===== src/prp_pkg.sv =====
// ----------------------------------------------------------------------------
// prp_pkg: shared types and constants of the point rotate and project block
// Field widths, intermediate widths of the datapath, register indexes,
// register reset values and the bundles that travel between the units.
// ----------------------------------------------------------------------------
`default_nettype none

package prp_pkg;

   // Widths of the external fields.
   localparam int TRIG_W     = 10;
   localparam int COORD_W    = 16;
   localparam int HALF_W     = COORD_W - 1;
   localparam int FOCAL_W    = 15;
   localparam int SCALE_W    = 4;
   localparam int CSR_IDX_W  = 3;
   localparam int CSR_DATA_W = 16;

   // Widths inside the datapath, sized to the largest reachable magnitudes.
   localparam int P1_W  = TRIG_W + HALF_W;   // pitch products
   localparam int S1_W  = P1_W + 1;          // pitch sums
   localparam int X1_W  = 18;                // pitch-rotated x, up to 2^16
   localparam int Z2_W  = 18;                // rotated depth, up to 2^17
   localparam int P2_W  = TRIG_W + X1_W;     // yaw products and sums
   localparam int X2_W  = 20;                // yaw-rotated x and y, below 2^19
   localparam int MAG_W = X2_W - 1;          // magnitude of x2 or y2
   localparam int DVD_W = MAG_W + FOCAL_W;   // perspective dividend
   localparam int DVS_W = Z2_W - 1;          // positive depth as divisor

   // Divider: quotient bits resolved per stage and number of stages.
   localparam int DIV_BITS   = 2;
   localparam int DIV_STAGES = (DVD_W + DIV_BITS - 1) / DIV_BITS;

   // Clock edges from an accepted start to the result strobe being sampled.
   localparam int LATENCY = DIV_STAGES + 7;

   typedef logic signed [TRIG_W-1:0]  trig_type;
   typedef logic signed [COORD_W-1:0] coord_type;
   typedef logic        [FOCAL_W-1:0] focal_type;
   typedef logic        [SCALE_W-1:0] scale_type;
   typedef logic signed [X2_W-1:0]    x2_type;
   typedef logic signed [Z2_W-1:0]    z2_type;
   typedef logic [CSR_IDX_W-1:0]      csr_idx_type;
   typedef logic [CSR_DATA_W-1:0]     csr_data_type;

   // Register indexes.
   localparam csr_idx_type CSR_COS_PITCH      = 3'd0;
   localparam csr_idx_type CSR_SIN_PITCH      = 3'd1;
   localparam csr_idx_type CSR_COS_YAW        = 3'd2;
   localparam csr_idx_type CSR_SIN_YAW        = 3'd3;
   localparam csr_idx_type CSR_CENTER_X       = 3'd4;
   localparam csr_idx_type CSR_CENTER_Y       = 3'd5;
   localparam csr_idx_type CSR_FOCAL_DISTANCE = 3'd6;

   // Screen x reported for a point that is not in front of the viewer.
   localparam coord_type HIDDEN_X  = -16'sd256;
   localparam scale_type SCALE_MAX = 4'd15;

   typedef struct packed {
      trig_type  cos_pitch;
      trig_type  sin_pitch;
      trig_type  cos_yaw;
      trig_type  sin_yaw;
      coord_type center_x;
      coord_type center_y;
      focal_type focal_distance;
   } cfg_type;

   localparam cfg_type CFG_RESET = '{
      cos_pitch:      10'sd256,
      sin_pitch:      10'sd0,
      cos_yaw:        10'sd256,
      sin_yaw:        10'sd0,
      center_x:       16'sd128,
      center_y:       16'sd96,
      focal_distance: 15'd128
   };

   // Rotated point handed from the rotation pipeline to the projection.
   typedef struct packed {
      logic      valid;
      x2_type    x2;
      x2_type    y2;
      z2_type    z2;
      logic      visible;
      scale_type scale;
   } rot_type;

   // Finished result.
   typedef struct packed {
      logic      valid;
      coord_type screen_x;
      coord_type screen_y;
      logic      visible;
      scale_type depth_scale;
   } rsp_type;

endpackage

`default_nettype wire


===== src/prp_csr.sv =====
// ----------------------------------------------------------------------------
// prp_csr: configuration registers
// Holds the trigonometric factors, screen center and focal distance. Writes
// to an index outside the register list are dropped.
// ----------------------------------------------------------------------------
`default_nettype none

module prp_csr (
   input  logic                   clock,
   input  logic                   reset,
   input  logic                   csr_valid,
   output logic                   csr_ready,
   input  prp_pkg::csr_idx_type   csr_index,
   input  prp_pkg::csr_data_type  csr_wdata,
   output prp_pkg::cfg_type       cfg
);
   import prp_pkg::*;

   cfg_type cfg_ff;
   cfg_type cfg_in;

   // The register file can take a write transaction in every cycle.
   assign csr_ready = 1'b1;

   // Write decode.
   always_comb begin
      cfg_in = cfg_ff;
      if (csr_valid) begin
         unique case (csr_index)
            CSR_COS_PITCH:      cfg_in.cos_pitch      = csr_wdata[TRIG_W-1:0];
            CSR_SIN_PITCH:      cfg_in.sin_pitch      = csr_wdata[TRIG_W-1:0];
            CSR_COS_YAW:        cfg_in.cos_yaw        = csr_wdata[TRIG_W-1:0];
            CSR_SIN_YAW:        cfg_in.sin_yaw        = csr_wdata[TRIG_W-1:0];
            CSR_CENTER_X:       cfg_in.center_x       = csr_wdata;
            CSR_CENTER_Y:       cfg_in.center_y       = csr_wdata;
            CSR_FOCAL_DISTANCE: cfg_in.focal_distance = csr_wdata[FOCAL_W-1:0];
            default: begin
            end
         endcase
      end
   end

   always_ff @(posedge clock) begin
      if (reset) begin
         cfg_ff <= CFG_RESET;
      end else begin
         cfg_ff <= cfg_in;
      end
   end

   assign cfg = cfg_ff;

endmodule

`default_nettype wire


===== config.mk =====
export PLATFORM = sky130hd
export DESIGN_NAME = prp_csr
export DESIGN_NICKNAME = d
export VERILOG_FILES = /design/src/prp_pkg.sv /design/src/prp_csr.sv
export SDC_FILE = /design/constraint.sdc
export NUM_CORES = 1
export LEC_CHECK = 0
export BUFFER_PORTS_ARGS = -buffer_cell sky130_fd_sc_hd__buf_4
export CORE_ASPECT_RATIO = 0.75
export CORE_MARGIN = 3
export CORE_UTILIZATION = 40
export DETAILED_ROUTE_END_ITERATION = 8
export PLACE_DENSITY = 0.74
export SLEW_MARGIN = 40
export SYNTH_ARGS = -nofsm -noshare
export SYNTH_HDL_FRONTEND = slang
export SYNTH_SLANG_ARGS = --single-unit

===== constraint.sdc =====
create_clock -name clock -period 1.3 [get_ports clock]
set_input_delay 0.065 -clock clock [delete_from_list [all_inputs] [get_ports clock]]
set_output_delay 0.065 -clock clock [all_outputs]
set_load 0.01 [all_outputs]

* Yosys cells after proc, flatten, opt, wreduce, memory -nomap -nowiden *
Cells that the tools add are included.
W data, S select, Z words.

operators by class
  equality and inequality tests = 6
  reduce and logical (&&, ||, !) cells = 8

operators with widths
  cell                  number
  $reduce_and A2 Y1     7
  $eq A3 B3 Y1 const B  3
  $eq A3 B2 Y1 const B  2
  $eq A3 B1 Y1 const B  1
  $logic_not A3 Y1      1

word-level totals
  register bits after elaboration = 87
  bits of input ports = 22
  logic and storage cells = 21

* Logic depth before layout (Yosys ltp) *
  depth in word-level cells = 2
  gate-level depth with buffers = 5
  mapped depth without buffers = 2

* Worst setup path before layout *
No wires, ideal clock.

  kind = input -> register
  from = input csr_index[1]
  to = register cfg_ff, in the netlist cfg[77]
  library setup time = 125 ps
  data arrival time = 984 ps
  data required time = 1175 ps
  slack = 191 ps
  cell stages on the path = 4
  path buffers = 2
  cell sequence = buf_2 or4b_4 buf_6 mux2i_1

between the ends
  longest elaborated chain between the ends = 2

RTL lines
  element                             line           text
  from (decl)                         prp_csr.sv:13  input prp_pkg::csr_idx_type csr_index,
  $logic_not A3 Y1                    prp_csr.sv:29  unique case (csr_index)
  $reduce_and A2 Y1 (no source line)  -
  to (signal assigned)                prp_csr.sv:47  cfg_ff <= cfg_in;
  to (decl)                           prp_csr.sv:19  cfg_type cfg_ff;

No other way between the ends.
A chain may end at the register's enable or synchronous reset.

* Final worst setup path *
  from = register cfg_ff, in the netlist cfg[77]
  to = output cfg[77] (netlist name)

RTL lines
  element    line           text
  to (decl)  prp_csr.sv:15  output prp_pkg::cfg_type cfg

No word-level cell between the ends.

==> run metrics <==
hold path depth=3; YS warnings=0; # rows=28; Die W=114 µm; routability cong.=0.738; fin crit period=0.938 ns; CTS tree=built; top cells by area, synth=dfxtp_1 (49%), mux2i_1 (25%), nand2b_1 (17%); max FFs per register=87; GRT Residual Overflow=0; initial antenna violation count=0; delay-heaviest family, CP=flip-flops; Post-Syn Area=3520 µm²; Wirelength per Cell=16.5 µm; largest net degree at the start of global routing=43; H-tree depth=3; static leakage=2.37 nW; initial DRC count=82; max-slew violations=0; area of the multi-input gates=1650 µm²; endpoint arrival time on the critical path=0.87 ns; first-pass GRT wire length=13,800 µm; Worst Setup SP=cfg[77]; Setup Crit Path Kind=flip-flop to primary output; Routed Antenna Nets=0; largest stage delay on the critical path=0.39 ns; Core ar.=8230 µm²; vias per cell=4.70; Critical Path Start Type=flip-flop; GRT Total Usage=18.3%; syn nets=342; number of synthesized register bits=87; cell breakdown of the critical path=buf_4; share of layout cells above drive strength 1=32.9%; r2r setup slk=0.65 ns; Synth Instances=320; Max Fclk=1070 MHz; hold path startpoint=csr_wdata[6]; number of global-route vias before repair=2,603; diode count=0; FF-to-FF End=cfg[77]; PD cells=1220 nW/µm²; Final nets=449; Filler Cell Count=724; Worst Path Buf+Inv=1; Final WS setup=0.362 ns; max cap viols=0; most common cell in the netlist=nand2b_1; DPL Wire Length=6450 µm; clk slew on worst S/H paths=0.06 ns; Synth area leader=dfxtp_1; Worst Hold Path EP=cfg[21]; status=completed; P&R area growth vs syn=34.7%; DR vias=2,526; Util after Layout=57.6%; register area=1740 µm²; dominant synthesized flop cell=dfxtp_1; worst slack, placed=0.109 ns; # resized after CTS=0; Hold WC Path Type=input pin to flip-flop; number of enable flip-flop cells after synthesis=0; distinct cell type count after synthesis=17; Setup violations, final=0; Avg Inst Size Synth=11.0 µm²; post-synth top area share=49.4%; top cells by count, synth=nand2b_1 (97), dfxtp_1 (87), mux2i_1 (87), clkbuf_1 (13); Crit Path Max Fanout=2; Num Clock Sinks=87; cts bufs inserted=9; Post-synth ARST share=0%; period utilization=72.1%; # DRC=0; worst skew pair latency=0.33 ns; Worst R2R Path Depth=2; Final Routed Wirelength=8860 µm; Die Area=9980 µm²; I/O pins=110; worst flop-to-flop path startpoint=cfg[77]; starting density of the core=42.8%; worst-case clock buffer depth=2; clock skew=0 ns; die height=87.3 µm; final hold vios=0; Req. time, crit path=1.24 ns; root buf cell=clkbuf_16; crit path capture type=primary output; Worst IR Drop VDD=1.02 mV; final setup TNS=0 ns; First-pass DRT Iterations=4; highest-delay cell along the critical path=dfxtp_1; unrepaired setup endpoints after global routing=false; IO Port Bufs=108; sequential fraction of the synthesis area=49.4%
kinds of logic after synthesis:
| group | Yosys count | synth area share [%] |
|---|---|---|
| buffers and inverters | 27 | 3.77 |
| DFF | 87 | 49.4 |
| muxes | 87 | 24.7 |
| other | 1 | 0.106 |
| and+or+nand+nor | 118 | 22.0 |
what timing repair did:
item,4_1_cts,5_1_grt
hold endpoints to repair,1,0
buffers inserted,0,0
hold buffers,1,0
final cells by class:
type / count / area share, %
clock inverters: 6 / 1.29
well taps: 105 / 2.77
multi-input cells: 206 / 34.9
clock buffers: 10 / 4.83
repair buffers: 123 / 19.5
flip-flops and latches: 87 / 36.7
metrics by stage:
step	hold WS [ns]	cell area (µm²)	power, W	instances
2_1_floorplan	0.232	3520	0.00308	320
4_1_cts	0.0000638	4740	0.00583	537
3_3_place_gp	0.342	4440	0.00329	520
3_5_place_dp	0.351	4440	0.00330	520
5_1_grt	0.0265	4740	0.00599	537
6_report	0.0111	4740	0.00577	537
placed cells by master, fill, tap and decap left out:
| cell | netlist | final |
|---|---|---|
| clkinvlp_4 | 0 | 1 |
| conb_1 | 1 | 1 |
| nor4bb_1 | 2 | 1 |
| clkbuf_16 | 0 | 9 |
| and4b_1 | 1 | 1 |
| dfxtp_1 | 87 | 87 |
| nand4bb_1 | 3 | 3 |
| bufinv_16 | 0 | 1 |
| nand2b_1 | 97 | 97 |
| clkbuf_1 | 13 | 1 |
| buf_4 | 1 | 122 |
| nand4b_1 | 1 | 1 |
| nor4bb_2 | 0 | 1 |
| or4b_4 | 1 | 1 |
| and4bb_2 | 1 | 1 |
| clkinv_4 | 0 | 1 |
| mux2i_1 | 87 | 87 |
| nor2_1 | 10 | 10 |
| nand4b_2 | 2 | 2 |
| dlygate4sd3_1 | 0 | 1 |
| clkinv_2 | 0 | 3 |
power breakdown:
part	internal [W]	switching, W	leakage, nW
combinational	0.000249	0.000234	1.53
sequential	0.00273	0.0000356	0.704
clock	0.00148	0.00104	0.142
total	0.00446	0.00131	2.37
worst reg2reg max path: cells and delay by family (launching register included):
kind	cells	cell delay, ns
AND/OR/NAND/NOR	1	0.08
multiplexers	1	0.12
flip-flops	1	0.39
how the worst max path moves through the flow:
stage | end | slack, ns | cells past startpoint
finish | cfg[77] | 0.36 | 1
global route | cfg[47] | 0.35 | 1
CTS | cfg[77] | 0.36 | 1
detailed placement | cfg[78] | 0.11 | 3
global placement | cfg[79] | 0.13 | 3
floorplan | cfg[77] | 0.19 | 4
per-layer routing:
layer / vias to the layer above / routed length (µm) / global-route usage (%)
met5: - / 0 / 0
met4: 0 / 11 / 3.24
met3: 3 / 650 / 7.50
met2: 78 / 3760 / 27.3
met1: 1175 / 4430 / 25.4
li1: 1270 / - / -
No activity file was read; power rests on OpenSTA's default activity.
