**config.mk**
```make
export PLATFORM = sky130hd
export DESIGN_NAME = prp_rotate
export DESIGN_NICKNAME = d
export VERILOG_FILES = /design/src/prp_pkg.sv /design/src/prp_rotate.sv
export SDC_FILE = /design/constraint.sdc
export NUM_CORES = 2
export LEC_CHECK = 0
export BUFFER_PORTS_ARGS = -buffer_cell sky130_fd_sc_hd__buf_2
export CORE_AREA = 2 2 278 390
export CTS_CLUSTER_DIAMETER = 200
export DETAILED_ROUTE_END_ITERATION = 7
export DIE_AREA = 0 0 280 392
export PLACE_DENSITY_LB_ADDON = 0.1
export SLEW_MARGIN = 25
export SYNTH_ARGS = -nofsm -noshare
export SYNTH_HDL_FRONTEND = slang
export SYNTH_SLANG_ARGS = --single-unit
export TNS_END_PERCENT = 30
```
**constraint.sdc**
```tcl
create_clock -name clock -period 15.27 [get_ports clock]
set_input_delay 0.7635 -clock clock [delete_from_list [all_inputs] [get_ports clock]]
set_output_delay 0.7635 -clock clock [all_outputs]
set_load 0.1 [all_outputs]
```
**src/prp_pkg.sv**
```systemverilog
// ----------------------------------------------------------------------------
// prp_pkg: shared types and constants of the point rotate and project block
// Field widths, intermediate widths of the datapath, register indexes,
// register reset values and the bundles that travel between the units.
// ----------------------------------------------------------------------------
`default_nettype none

package prp_pkg;

   // Widths of the external fields.
   localparam int TRIG_W     = 10;
   localparam int COORD_W    = 16;
   localparam int HALF_W     = COORD_W - 1;
   localparam int FOCAL_W    = 15;
   localparam int SCALE_W    = 4;
   localparam int CSR_IDX_W  = 3;
   localparam int CSR_DATA_W = 16;

   // Widths inside the datapath, sized to the largest reachable magnitudes.
   localparam int P1_W  = TRIG_W + HALF_W;   // pitch products
   localparam int S1_W  = P1_W + 1;          // pitch sums
   localparam int X1_W  = 18;                // pitch-rotated x, up to 2^16
   localparam int Z2_W  = 18;                // rotated depth, up to 2^17
   localparam int P2_W  = TRIG_W + X1_W;     // yaw products and sums
   localparam int X2_W  = 20;                // yaw-rotated x and y, below 2^19
   localparam int MAG_W = X2_W - 1;          // magnitude of x2 or y2
   localparam int DVD_W = MAG_W + FOCAL_W;   // perspective dividend
   localparam int DVS_W = Z2_W - 1;          // positive depth as divisor

   // Divider: quotient bits resolved per stage and number of stages.
   localparam int DIV_BITS   = 2;
   localparam int DIV_STAGES = (DVD_W + DIV_BITS - 1) / DIV_BITS;

   // Clock edges from an accepted start to the result strobe being sampled.
   localparam int LATENCY = DIV_STAGES + 7;

   typedef logic signed [TRIG_W-1:0]  trig_type;
   typedef logic signed [COORD_W-1:0] coord_type;
   typedef logic        [FOCAL_W-1:0] focal_type;
   typedef logic        [SCALE_W-1:0] scale_type;
   typedef logic signed [X2_W-1:0]    x2_type;
   typedef logic signed [Z2_W-1:0]    z2_type;
   typedef logic [CSR_IDX_W-1:0]      csr_idx_type;
   typedef logic [CSR_DATA_W-1:0]     csr_data_type;

   // Register indexes.
   localparam csr_idx_type CSR_COS_PITCH      = 3'd0;
   localparam csr_idx_type CSR_SIN_PITCH      = 3'd1;
   localparam csr_idx_type CSR_COS_YAW        = 3'd2;
   localparam csr_idx_type CSR_SIN_YAW        = 3'd3;
   localparam csr_idx_type CSR_CENTER_X       = 3'd4;
   localparam csr_idx_type CSR_CENTER_Y       = 3'd5;
   localparam csr_idx_type CSR_FOCAL_DISTANCE = 3'd6;

   // Screen x reported for a point that is not in front of the viewer.
   localparam coord_type HIDDEN_X  = -16'sd256;
   localparam scale_type SCALE_MAX = 4'd15;

   typedef struct packed {
      trig_type  cos_pitch;
      trig_type  sin_pitch;
      trig_type  cos_yaw;
      trig_type  sin_yaw;
      coord_type center_x;
      coord_type center_y;
      focal_type focal_distance;
   } cfg_type;

   localparam cfg_type CFG_RESET = '{
      cos_pitch:      10'sd256,
      sin_pitch:      10'sd0,
      cos_yaw:        10'sd256,
      sin_yaw:        10'sd0,
      center_x:       16'sd128,
      center_y:       16'sd96,
      focal_distance: 15'd128
   };

   // Rotated point handed from the rotation pipeline to the projection.
   typedef struct packed {
      logic      valid;
      x2_type    x2;
      x2_type    y2;
      z2_type    z2;
      logic      visible;
      scale_type scale;
   } rot_type;

   // Finished result.
   typedef struct packed {
      logic      valid;
      coord_type screen_x;
      coord_type screen_y;
      logic      visible;
      scale_type depth_scale;
   } rsp_type;

endpackage

`default_nettype wire

```
**src/prp_rotate.sv**
```systemverilog
// ----------------------------------------------------------------------------
// prp_rotate: halving and pitch/yaw rotation pipeline
// Five register stages: halve the input, pitch products, pitch sums, yaw
// products, yaw sums with the visibility test and depth scale index.
// ----------------------------------------------------------------------------
`default_nettype none

module prp_rotate (
   input  logic                clock,
   input  logic                reset,
   input  logic                in_valid,
   input  prp_pkg::coord_type  pos_x,
   input  prp_pkg::coord_type  pos_y,
   input  prp_pkg::coord_type  pos_z,
   input  prp_pkg::cfg_type    cfg,
   output prp_pkg::rot_type    rot
);
   import prp_pkg::*;

   localparam int DIFF_W      = Z2_W + 1;
   localparam int SCALE_SHIFT = 3;

   localparam logic signed [S1_W-1:0] BIAS1_8 = S1_W'(255);
   localparam logic signed [S1_W-1:0] BIAS1_7 = S1_W'(127);
   localparam logic signed [S1_W-1:0] ZERO1   = S1_W'(0);
   localparam logic signed [P2_W-1:0] BIAS2_7 = P2_W'(127);
   localparam logic signed [P2_W-1:0] ZERO2   = P2_W'(0);

   // Halve toward zero: add one to negative values before the shift.
   function automatic logic signed [HALF_W-1:0] half_coord(input coord_type v);
      logic signed [COORD_W-1:0] biased;
      biased = v + $signed({{(COORD_W-1){1'b0}}, v[COORD_W-1]});
      return HALF_W'(biased >>> 1);
   endfunction

   // Stage 0: halved coordinates.
   logic                     s0_valid_ff, s0_valid_in;
   logic signed [HALF_W-1:0] s0_x_ff, s0_y_ff, s0_z_ff;
   logic signed [HALF_W-1:0] s0_x_in, s0_y_in, s0_z_in;

   // Stage 1: pitch products.
   logic                     s1_valid_ff, s1_valid_in;
   logic signed [P1_W-1:0]   s1_cx_ff, s1_sz_ff, s1_cz_ff, s1_sx_ff;
   logic signed [P1_W-1:0]   s1_cx_in, s1_sz_in, s1_cz_in, s1_sx_in;
   logic signed [HALF_W-1:0] s1_y_ff, s1_y_in;

   // Stage 2: pitch-rotated x and depth.
   logic                     s2_valid_ff, s2_valid_in;
   logic signed [X1_W-1:0]   s2_x1_ff, s2_x1_in;
   z2_type                   s2_z2_ff, s2_z2_in;
   logic signed [HALF_W-1:0] s2_y_ff, s2_y_in;
   logic signed [S1_W-1:0]   x1_sum, z2_sum, x1_biased, z2_biased;

   // Stage 3: yaw products.
   logic                     s3_valid_ff, s3_valid_in;
   logic signed [P2_W-1:0]   s3_cx_ff, s3_sy_ff, s3_sx_ff, s3_cy_ff;
   logic signed [P2_W-1:0]   s3_cx_in, s3_sy_in, s3_sx_in, s3_cy_in;
   z2_type                   s3_z2_ff, s3_z2_in;

   // Stage 4: rotated point.
   rot_type                  rot_ff, rot_in;
   logic signed [P2_W-1:0]   x2_sum, y2_sum, x2_biased, y2_biased;
   logic signed [DIFF_W-1:0] depth_diff;

   // Stage 0 logic.
   always_comb begin
      s0_valid_in = in_valid;
      s0_x_in     = half_coord(pos_x);
      s0_y_in     = half_coord(pos_y);
      s0_z_in     = half_coord(pos_z);
   end

   // Stage 1 logic.
   always_comb begin
      s1_valid_in = s0_valid_ff;
      s1_cx_in    = $signed(cfg.cos_pitch) * s0_x_ff;
      s1_sz_in    = $signed(cfg.sin_pitch) * s0_z_ff;
      s1_cz_in    = $signed(cfg.cos_pitch) * s0_z_ff;
      s1_sx_in    = $signed(cfg.sin_pitch) * s0_x_ff;
      s1_y_in     = s0_y_ff;
   end

   // Stage 2 logic: sums, then divide by 256 and 128 toward zero.
   always_comb begin
      x1_sum      = S1_W'(s1_cx_ff) + S1_W'(s1_sz_ff);
      z2_sum      = S1_W'(s1_cz_ff) - S1_W'(s1_sx_ff);
      x1_biased   = x1_sum + (x1_sum[S1_W-1] ? BIAS1_8 : ZERO1);
      z2_biased   = z2_sum + (z2_sum[S1_W-1] ? BIAS1_7 : ZERO1);
      s2_valid_in = s1_valid_ff;
      s2_x1_in    = X1_W'(x1_biased >>> 8);
      s2_z2_in    = Z2_W'(z2_biased >>> 7);
      s2_y_in     = s1_y_ff;
   end

   // Stage 3 logic.
   always_comb begin
      s3_valid_in = s2_valid_ff;
      s3_cx_in    = $signed(cfg.cos_yaw) * s2_x1_ff;
      s3_sy_in    = $signed(cfg.sin_yaw) * s2_y_ff;
      s3_sx_in    = $signed(cfg.sin_yaw) * s2_x1_ff;
      s3_cy_in    = $signed(cfg.cos_yaw) * s2_y_ff;
      s3_z2_in    = s2_z2_ff;
   end

   // Stage 4 logic: yaw sums divided by 128, visibility and scale index.
   always_comb begin
      x2_sum       = s3_cx_ff - s3_sy_ff;
      y2_sum       = s3_sx_ff + s3_cy_ff;
      x2_biased    = x2_sum + (x2_sum[P2_W-1] ? BIAS2_7 : ZERO2);
      y2_biased    = y2_sum + (y2_sum[P2_W-1] ? BIAS2_7 : ZERO2);
      depth_diff   = DIFF_W'(s3_z2_ff) - DIFF_W'($signed({1'b0, cfg.focal_distance}));
      rot_in.valid = s3_valid_ff;
      rot_in.x2    = X2_W'(x2_biased >>> 7);
      rot_in.y2    = X2_W'(y2_biased >>> 7);
      rot_in.z2    = s3_z2_ff;
      rot_in.visible = ~s3_z2_ff[Z2_W-1] & (|s3_z2_ff);
      priority if (depth_diff[DIFF_W-1]) begin
         rot_in.scale = '0;
      end else if (|depth_diff[DIFF_W-2:SCALE_W+SCALE_SHIFT]) begin
         rot_in.scale = SCALE_MAX;
      end else begin
         rot_in.scale = depth_diff[SCALE_W+SCALE_SHIFT-1:SCALE_SHIFT];
      end
   end

   // Valid bits.
   always_ff @(posedge clock) begin
      if (reset) begin
         s0_valid_ff <= 1'b0;
         s1_valid_ff <= 1'b0;
         s2_valid_ff <= 1'b0;
         s3_valid_ff <= 1'b0;
         rot_ff      <= '0;
      end else begin
         s0_valid_ff <= s0_valid_in;
         s1_valid_ff <= s1_valid_in;
         s2_valid_ff <= s2_valid_in;
         s3_valid_ff <= s3_valid_in;
         rot_ff      <= rot_in;
      end
   end

   // Datapath registers.
   always_ff @(posedge clock) begin
      s0_x_ff  <= s0_x_in;
      s0_y_ff  <= s0_y_in;
      s0_z_ff  <= s0_z_in;
      s1_cx_ff <= s1_cx_in;
      s1_sz_ff <= s1_sz_in;
      s1_cz_ff <= s1_cz_in;
      s1_sx_ff <= s1_sx_in;
      s1_y_ff  <= s1_y_in;
      s2_x1_ff <= s2_x1_in;
      s2_z2_ff <= s2_z2_in;
      s2_y_ff  <= s2_y_in;
      s3_cx_ff <= s3_cx_in;
      s3_sy_ff <= s3_sy_in;
      s3_sx_ff <= s3_sx_in;
      s3_cy_ff <= s3_cy_in;
      s3_z2_ff <= s3_z2_in;
   end

   assign rot = rot_ff;

endmodule

`default_nettype wire

```
==> Word-level counts from Yosys, hierarchy flattened <==
Index checks and enable logic that the tools add are counted.
{ "op_classes": {"add_sub_neg": 12, "n_mux": 5, "n_reduce_logical": 3, "multipliers": 8, "bitwise_logic": 2} }
{ "ops": {"columns": ["cell", "n"], "rows": [
  ["$mul 10x15->25", 6],
  ["$mul 10x18->28", 2],
  ["$add 27x8->27", 2],
  ["$add 16x2->16", 3],
  ["$add 28x25->28", 1],
  ["$sub 28x25->28", 1],
  ["$add 25x25->26", 1],
  ["$add 26x9->26", 1],
  ["$sub 25x25->26", 1],
  ["$add 25x8->25", 1],
  ["$mux 7", 3],
  ["$sub 18x16->19", 1],
  ["$reduce_or 18->1", 1],
  ["$reduce_or 11->1", 1],
  ["$mux 8", 1],
  ["$mux 4", 1],
  ["$reduce_or 2->1", 1],
  ["$and 1x1->1", 1],
  ["$not 1->1", 1]
]} }
{ "word_totals": {"regBits": 403, "input_bits": 138, "elab_cells": 56, "output_inout_bits": 64} }

==> Longest topological paths before layout <==
{ "logic_depth": {"depth_word": 3, "mapped_depth": 25, "ltp_nobuf": 23} }

==> Least setup slack after synthesis <==
No wires, ideal clock.
{ "synth_path": {"path_kind": "input to register", "start": "input port cfg[69] (netlist name)", "end": "register s1_sz_ff[22]", "path_stages": 24, "slack_ns": 9.004, "n_path_buf": 2, "arrival_ns": 6.139, "required_time_ns": 15.143, "setup_time_ns": 0.127, "path_cell_list": "clkbuf_1 clkbuf_1 nand2_1 fa_1 inv_1 fa_1 inv_1 fa_1 inv_1 fa_1 inv_1 fa_1 inv_1 ha_1 o21a_1 o21ai_0 a21oi_1 o41ai_1 o211ai_1 a31oi_1 nor2b_1 o21ai_0 a21oi_1 xor2_1"} }
{ "synth_via": {"elab_chain_len": 1} }
{ "synth_rtl": {"columns": ["element", "line", "rtl"], "rows": [
  ["start: declaration", "prp_rotate.sv:15", "input prp_pkg::cfg_type cfg,"],
  ["$mul 10x15->25", "prp_rotate.sv:77", "s1_sz_in = $signed(cfg.sin_pitch) * s0_z_ff;"],
  ["net s1_sz_in[22]", "prp_rotate.sv:44", "logic signed [P1_W-1:0] s1_cx_in, s1_sz_in, s1_cz_in, s1_sx_in;"],
  ["end signal: assignment", "prp_rotate.sv:149", "s1_sz_ff <= s1_sz_in;"],
  ["end: declaration", "prp_rotate.sv:43", "logic signed [P1_W-1:0] s1_cx_ff, s1_sz_ff, s1_cz_ff, s1_sx_ff;"]
]} }
The timed path passes the listed nets, and every way through them passes these cells.
A chain may end at the register's enable or synchronous reset.

==> Worst setup path after layout <==
{ "layout_path": {"start": "register s0_x_ff[2]", "end": "register s1_cx_ff[24]"} }
{ "layout_via": {"elab_chain_len": 1} }
{ "layout_rtl": {"columns": ["element", "line", "rtl"], "rows": [
  ["start: declaration", "prp_rotate.sv:38", "logic signed [HALF_W-1:0] s0_x_ff, s0_y_ff, s0_z_ff;"],
  ["start signal: assignment", "prp_rotate.sv:145", "s0_x_ff <= s0_x_in;"],
  ["$mul 10x15->25", "prp_rotate.sv:76", "s1_cx_in = $signed(cfg.cos_pitch) * s0_x_ff;"],
  ["net s1_cx_in[24]", "prp_rotate.sv:44", null],
  ["end signal: assignment", "prp_rotate.sv:148", "s1_cx_ff <= s1_cx_in;"],
  ["end: declaration", "prp_rotate.sv:43", null]
]} }
The timed path passes the listed nets, and every way through them passes these cells.

==> results.cfg <==
[sta]
finalSetupTns_ps = 0
timing.final.max_slew_violations = 0
period_share = 0.435
setup_repair_after_global_routing_missed_its_margin = no
final-hold-violation-count = 0
fmax_mhz = 150
layout_setup_ws_ps = 8620
final.min_clock_period_ps = 6650
tightestPinTransition_ps = 1150
maximum_clock_skew_at_final_layout_ps = 39.5
final_setup_violation_count = 0
timing.slew.headroom = 0.234

[grt]
global_route.usage.total = 0.269
overflow = 0
global_route_wire_length_before_repair_um = 237000
initial_antenna_violation_count = 0
largest_net_degree_at_the_start_of_global_routing = 68
grt_pass1_vias = 49298

[cells_and_area]
nNetsFinal = 9033
multi_input_area_sq_mm = 0.0484
n_fill_cell = 9344
final_core_utilization = 0.629
layout.area.seq_sq_mm = 0.00807
area_growth_syn_to_layout_pct = 5.44
drive_gt1_frac = 0.0482

[worst_setup_path]
startpoint = s0_x_ff[2]
worst_path_max_delay_cell = sky130_fd_sc_hd__dfxtp_1
setup.reg_to_reg.worst_slack_ps = 8620
worst_path_largest_cell_delay_ps = 1010
worst_path_most_repeated_cell = sky130_fd_sc_hd__fa_1
worstRegToRegCells = 18
critical_path.max_fanout = 20
regToRegEndpoint = s1_cx_ff[24]
setup.worst_path.class = flop to flop
crit-reg2reg-launch = s0_x_ff[2]
critical_path.endpoint_type = flop
cp.required_ps = 15750
critical_path.startpoint_type = flop
path_cells = nand2_1, fa_1, fa_1, inv_1, fa_1, fa_1, inv_1, fa_1, inv_1, ha_1, a2111o_1, o31ai_1, o211a_1, o31ai_1, or4_1, a31o_2, a21oi_1, xnor2_1
crit_arrival_ps = 7130

[clocking]
tritoncts = yes
post_cts_setup_repair_buffer_count = 0
ctsHtreeMaxLevel = 2
clock_latency_reported_for_the_late_side_of_the_worst_skew_pair_ps = 640
clock_pin_slew_worst_setup_and_hold_paths_ps = 70
post_cts_hold_buffer_count = 0
cts_num_sinks = 403
number_of_buffers_on_the_longest_clock_path = 3
ctsRootBufferMaster = sky130_fd_sc_hd__clkbuf_16
numCtsBuffers = 47
cts_resized = 0

[yosys]
synth_top_family_by_area = adder cells
yosys_warnings = 0
ys_ff_latch = 403
yosys_most_used_dff = sky130_fd_sc_hd__dfxtp_1
fraction_of_the_mapped_netlist_area_in_simple_logic_gates = 0.157
yosys-mux-area-fraction = 0.00146
synth_edf_count = 0
yosysSeqAreaShare = 0.127
synth-compound-area-share = 0.0777
synth.avg_cell_area_sq_um = 8.84
xor_xnor_share_of_the_synthesized_area = 0.0562
synthesis.area_sq_mm = 0.0635
synthAdderAreaFrac = 0.471
async_reset_ff_frac = 0
syn-instance-count = 7182
synthesis.nets = 9050
yosys_cell_types = 93

[placement]
io_buffers = 169
gp_congestion = 0.870
place_worst_setup_slack_ps = 8110
hpwl_um = 112000

[outcome]
run_status = finished, final reports clean

[die]
floorplan.die_area_sq_mm = 0.110
floorplan.initialDensity = 0.596
ios = 202
die_y_um = 392
placeableCoreArea_sq_mm = 0.106
core.rowCount = 142
die_width_um = 280

[routing]
drtPass1Iterations = 6
num_vias = 46850
route.detailed.drc = 0
avgViaCountPerCell = 5.47
drt-initial-drc-count = 2181
detailed_route_wire_length_per_cell_um = 16.5
detail-route-antenna-nets = 0
route.final.wire_length_um = 142000

[run]
maxCapViolations = 0

[min_path]
hp-start = s1_y_ff[10]
hold_path.class = flop to flop
hold-path-cell-count = 0
hold_path_end = s2_y_ff[10]
==> registers in the layout (all words and copies together), names as in the netlist, 15 cells and up <==
| signal | cells |
|---|---|
| rot | 64 |
| s3_cx_ff | 28 |
| s3_sx_ff | 28 |
| s1_cx_ff | 25 |
| s1_cz_ff | 25 |
| s1_sx_ff | 25 |
| s1_sz_ff | 25 |
| s3_cy_ff | 25 |
| s3_sy_ff | 25 |
| s2_x1_ff | 18 |
| s2_z2_ff | 18 |
| s3_z2_ff | 18 |
| s0_x_ff | 15 |
| s0_y_ff | 15 |
| s0_z_ff | 15 |
| s1_y_ff | 15 |
| s2_y_ff | 15 |
==> worst max-delay path, delay by kind of cell, from the launching register on <==
family / cells / cell delay (ps)
flops: 1 / 1010
simple gates: 2 / 630
buf+inv: 3 / 140
xor+xnor: 1 / 220
compound gates: 6 / 1700
fa+ha+maj: 6 / 2800
==> final cells by class <==
type | instances | area share
clock inverter | 32 | 0.00542
inverter | 1573 | 0.0882
tap | 1368 | 0.0256
sequential | 403 | 0.121
timing repair buffer | 211 | 0.0174
antenna | 1 | 0.0000374
clock buffer | 55 | 0.0189
multi-input combinational | 4929 | 0.724
==> layout by cell type, fill, tap and decap left out, types with 9 or more instances in the layout <==
cell,n
sky130_fd_sc_hd__a21o_1,96
sky130_fd_sc_hd__xor2_1,104
sky130_fd_sc_hd__or2_2,19
sky130_fd_sc_hd__a41oi_1,9
sky130_fd_sc_hd__buf_4,42
sky130_fd_sc_hd__o31ai_1,16
sky130_fd_sc_hd__buf_2,169
sky130_fd_sc_hd__dfxtp_1,403
sky130_fd_sc_hd__a21oi_1,206
sky130_fd_sc_hd__a211o_1,14
sky130_fd_sc_hd__o211ai_1,24
sky130_fd_sc_hd__o21bai_1,30
sky130_fd_sc_hd__fa_1,1100
sky130_fd_sc_hd__nor3_1,82
sky130_fd_sc_hd__o21ai_0,110
sky130_fd_sc_hd__a31oi_1,33
sky130_fd_sc_hd__nor2_1,290
sky130_fd_sc_hd__clkbuf_16,48
sky130_fd_sc_hd__xnor2_1,303
sky130_fd_sc_hd__or3_1,25
sky130_fd_sc_hd__nor4_1,13
sky130_fd_sc_hd__nor2b_1,63
sky130_fd_sc_hd__nand2b_1,59
sky130_fd_sc_hd__clkinv_2,9
sky130_fd_sc_hd__a2111oi_0,13
sky130_fd_sc_hd__a211oi_1,35
sky130_fd_sc_hd__nand4_1,31
sky130_fd_sc_hd__ha_1,630
sky130_fd_sc_hd__and2_1,463
sky130_fd_sc_hd__nand2_1,834
sky130_fd_sc_hd__nand3_1,87
sky130_fd_sc_hd__and3_1,38
sky130_fd_sc_hd__inv_1,1571
sky130_fd_sc_hd__o21a_1,35
==> cells in the mapped netlist (35+ instances only) <==
cell type                     n  share of area
sky130_fd_sc_hd__and3_1      38         0.0037
sky130_fd_sc_hd__nor2b_1     63         0.0062
sky130_fd_sc_hd__clkbuf_1   272          0.016
sky130_fd_sc_hd__inv_1     1571          0.093
sky130_fd_sc_hd__fa_1      1100           0.35
sky130_fd_sc_hd__ha_1       630           0.12
sky130_fd_sc_hd__nor2_1     290          0.017
sky130_fd_sc_hd__a21oi_1    206          0.016
sky130_fd_sc_hd__nand3_1     87         0.0069
sky130_fd_sc_hd__o21ai_0    110         0.0087
sky130_fd_sc_hd__and2_1     463          0.046
sky130_fd_sc_hd__a211oi_1    35         0.0041
sky130_fd_sc_hd__o21a_1      35         0.0041
sky130_fd_sc_hd__dfxtp_1    403           0.13
sky130_fd_sc_hd__nor3_1      83         0.0065
sky130_fd_sc_hd__xnor2_1    303          0.042
sky130_fd_sc_hd__nand2b_1    59         0.0058
sky130_fd_sc_hd__xor2_1     104          0.014
sky130_fd_sc_hd__a21o_1      96          0.011
sky130_fd_sc_hd__nand2_1    834          0.049
==> per-layer routing <==
metal  track usage  routed length, um  share of wire  up-vias
li1              -                  -              -    21921
met1         0.296              51300           0.36    23489
met2         0.505              75300           0.53     1112
met3        0.0199               5360          0.038      328
met4         0.162               9870          0.070        0
met5             0                  0              0        -
==> worst max-delay path by stage <==
stage	to	slack (ps)	depth (start not counted)
2_1_floorplan	s1_sz_ff[22]	9000	24
3_3_place_gp	s3_cx_ff[26]	8180	21
3_5_place_dp	s3_sx_ff[27]	8110	24
4_1_cts	s1_cx_ff[24]	8590	18
5_1_grt	s3_sx_ff[27]	8360	24
6_report	s1_cx_ff[24]	8620	18
==> through the flow <==
step / hold slack (ps) / instances / area [sq um]
CTS: 300 / 8571 / 66900
finish: 320 / 8572 / 66900
global route: 329 / 8571 / 66900
global placement: 310 / 8484 / 65300
floorplan: 310 / 7182 / 63500
detailed placement: 312 / 8484 / 65300
==> kinds of logic (layout without fill, tap and decap cells) <==
group,after synthesis,after routing
AND/OR/NAND/NOR,2050,2050
adder cells (fa/ha/maj),1730,1730
AO/OA/AOI/OAI,733,733
buffers and inverters,1850,1871
other,0,1
multiplexers,9,9
flip-flops,403,403
XOR/XNOR,407,407
Power is left out: the tool's default activity adds up to more than one toggle a clock period on the data nets, which glitch-free logic cannot reach.
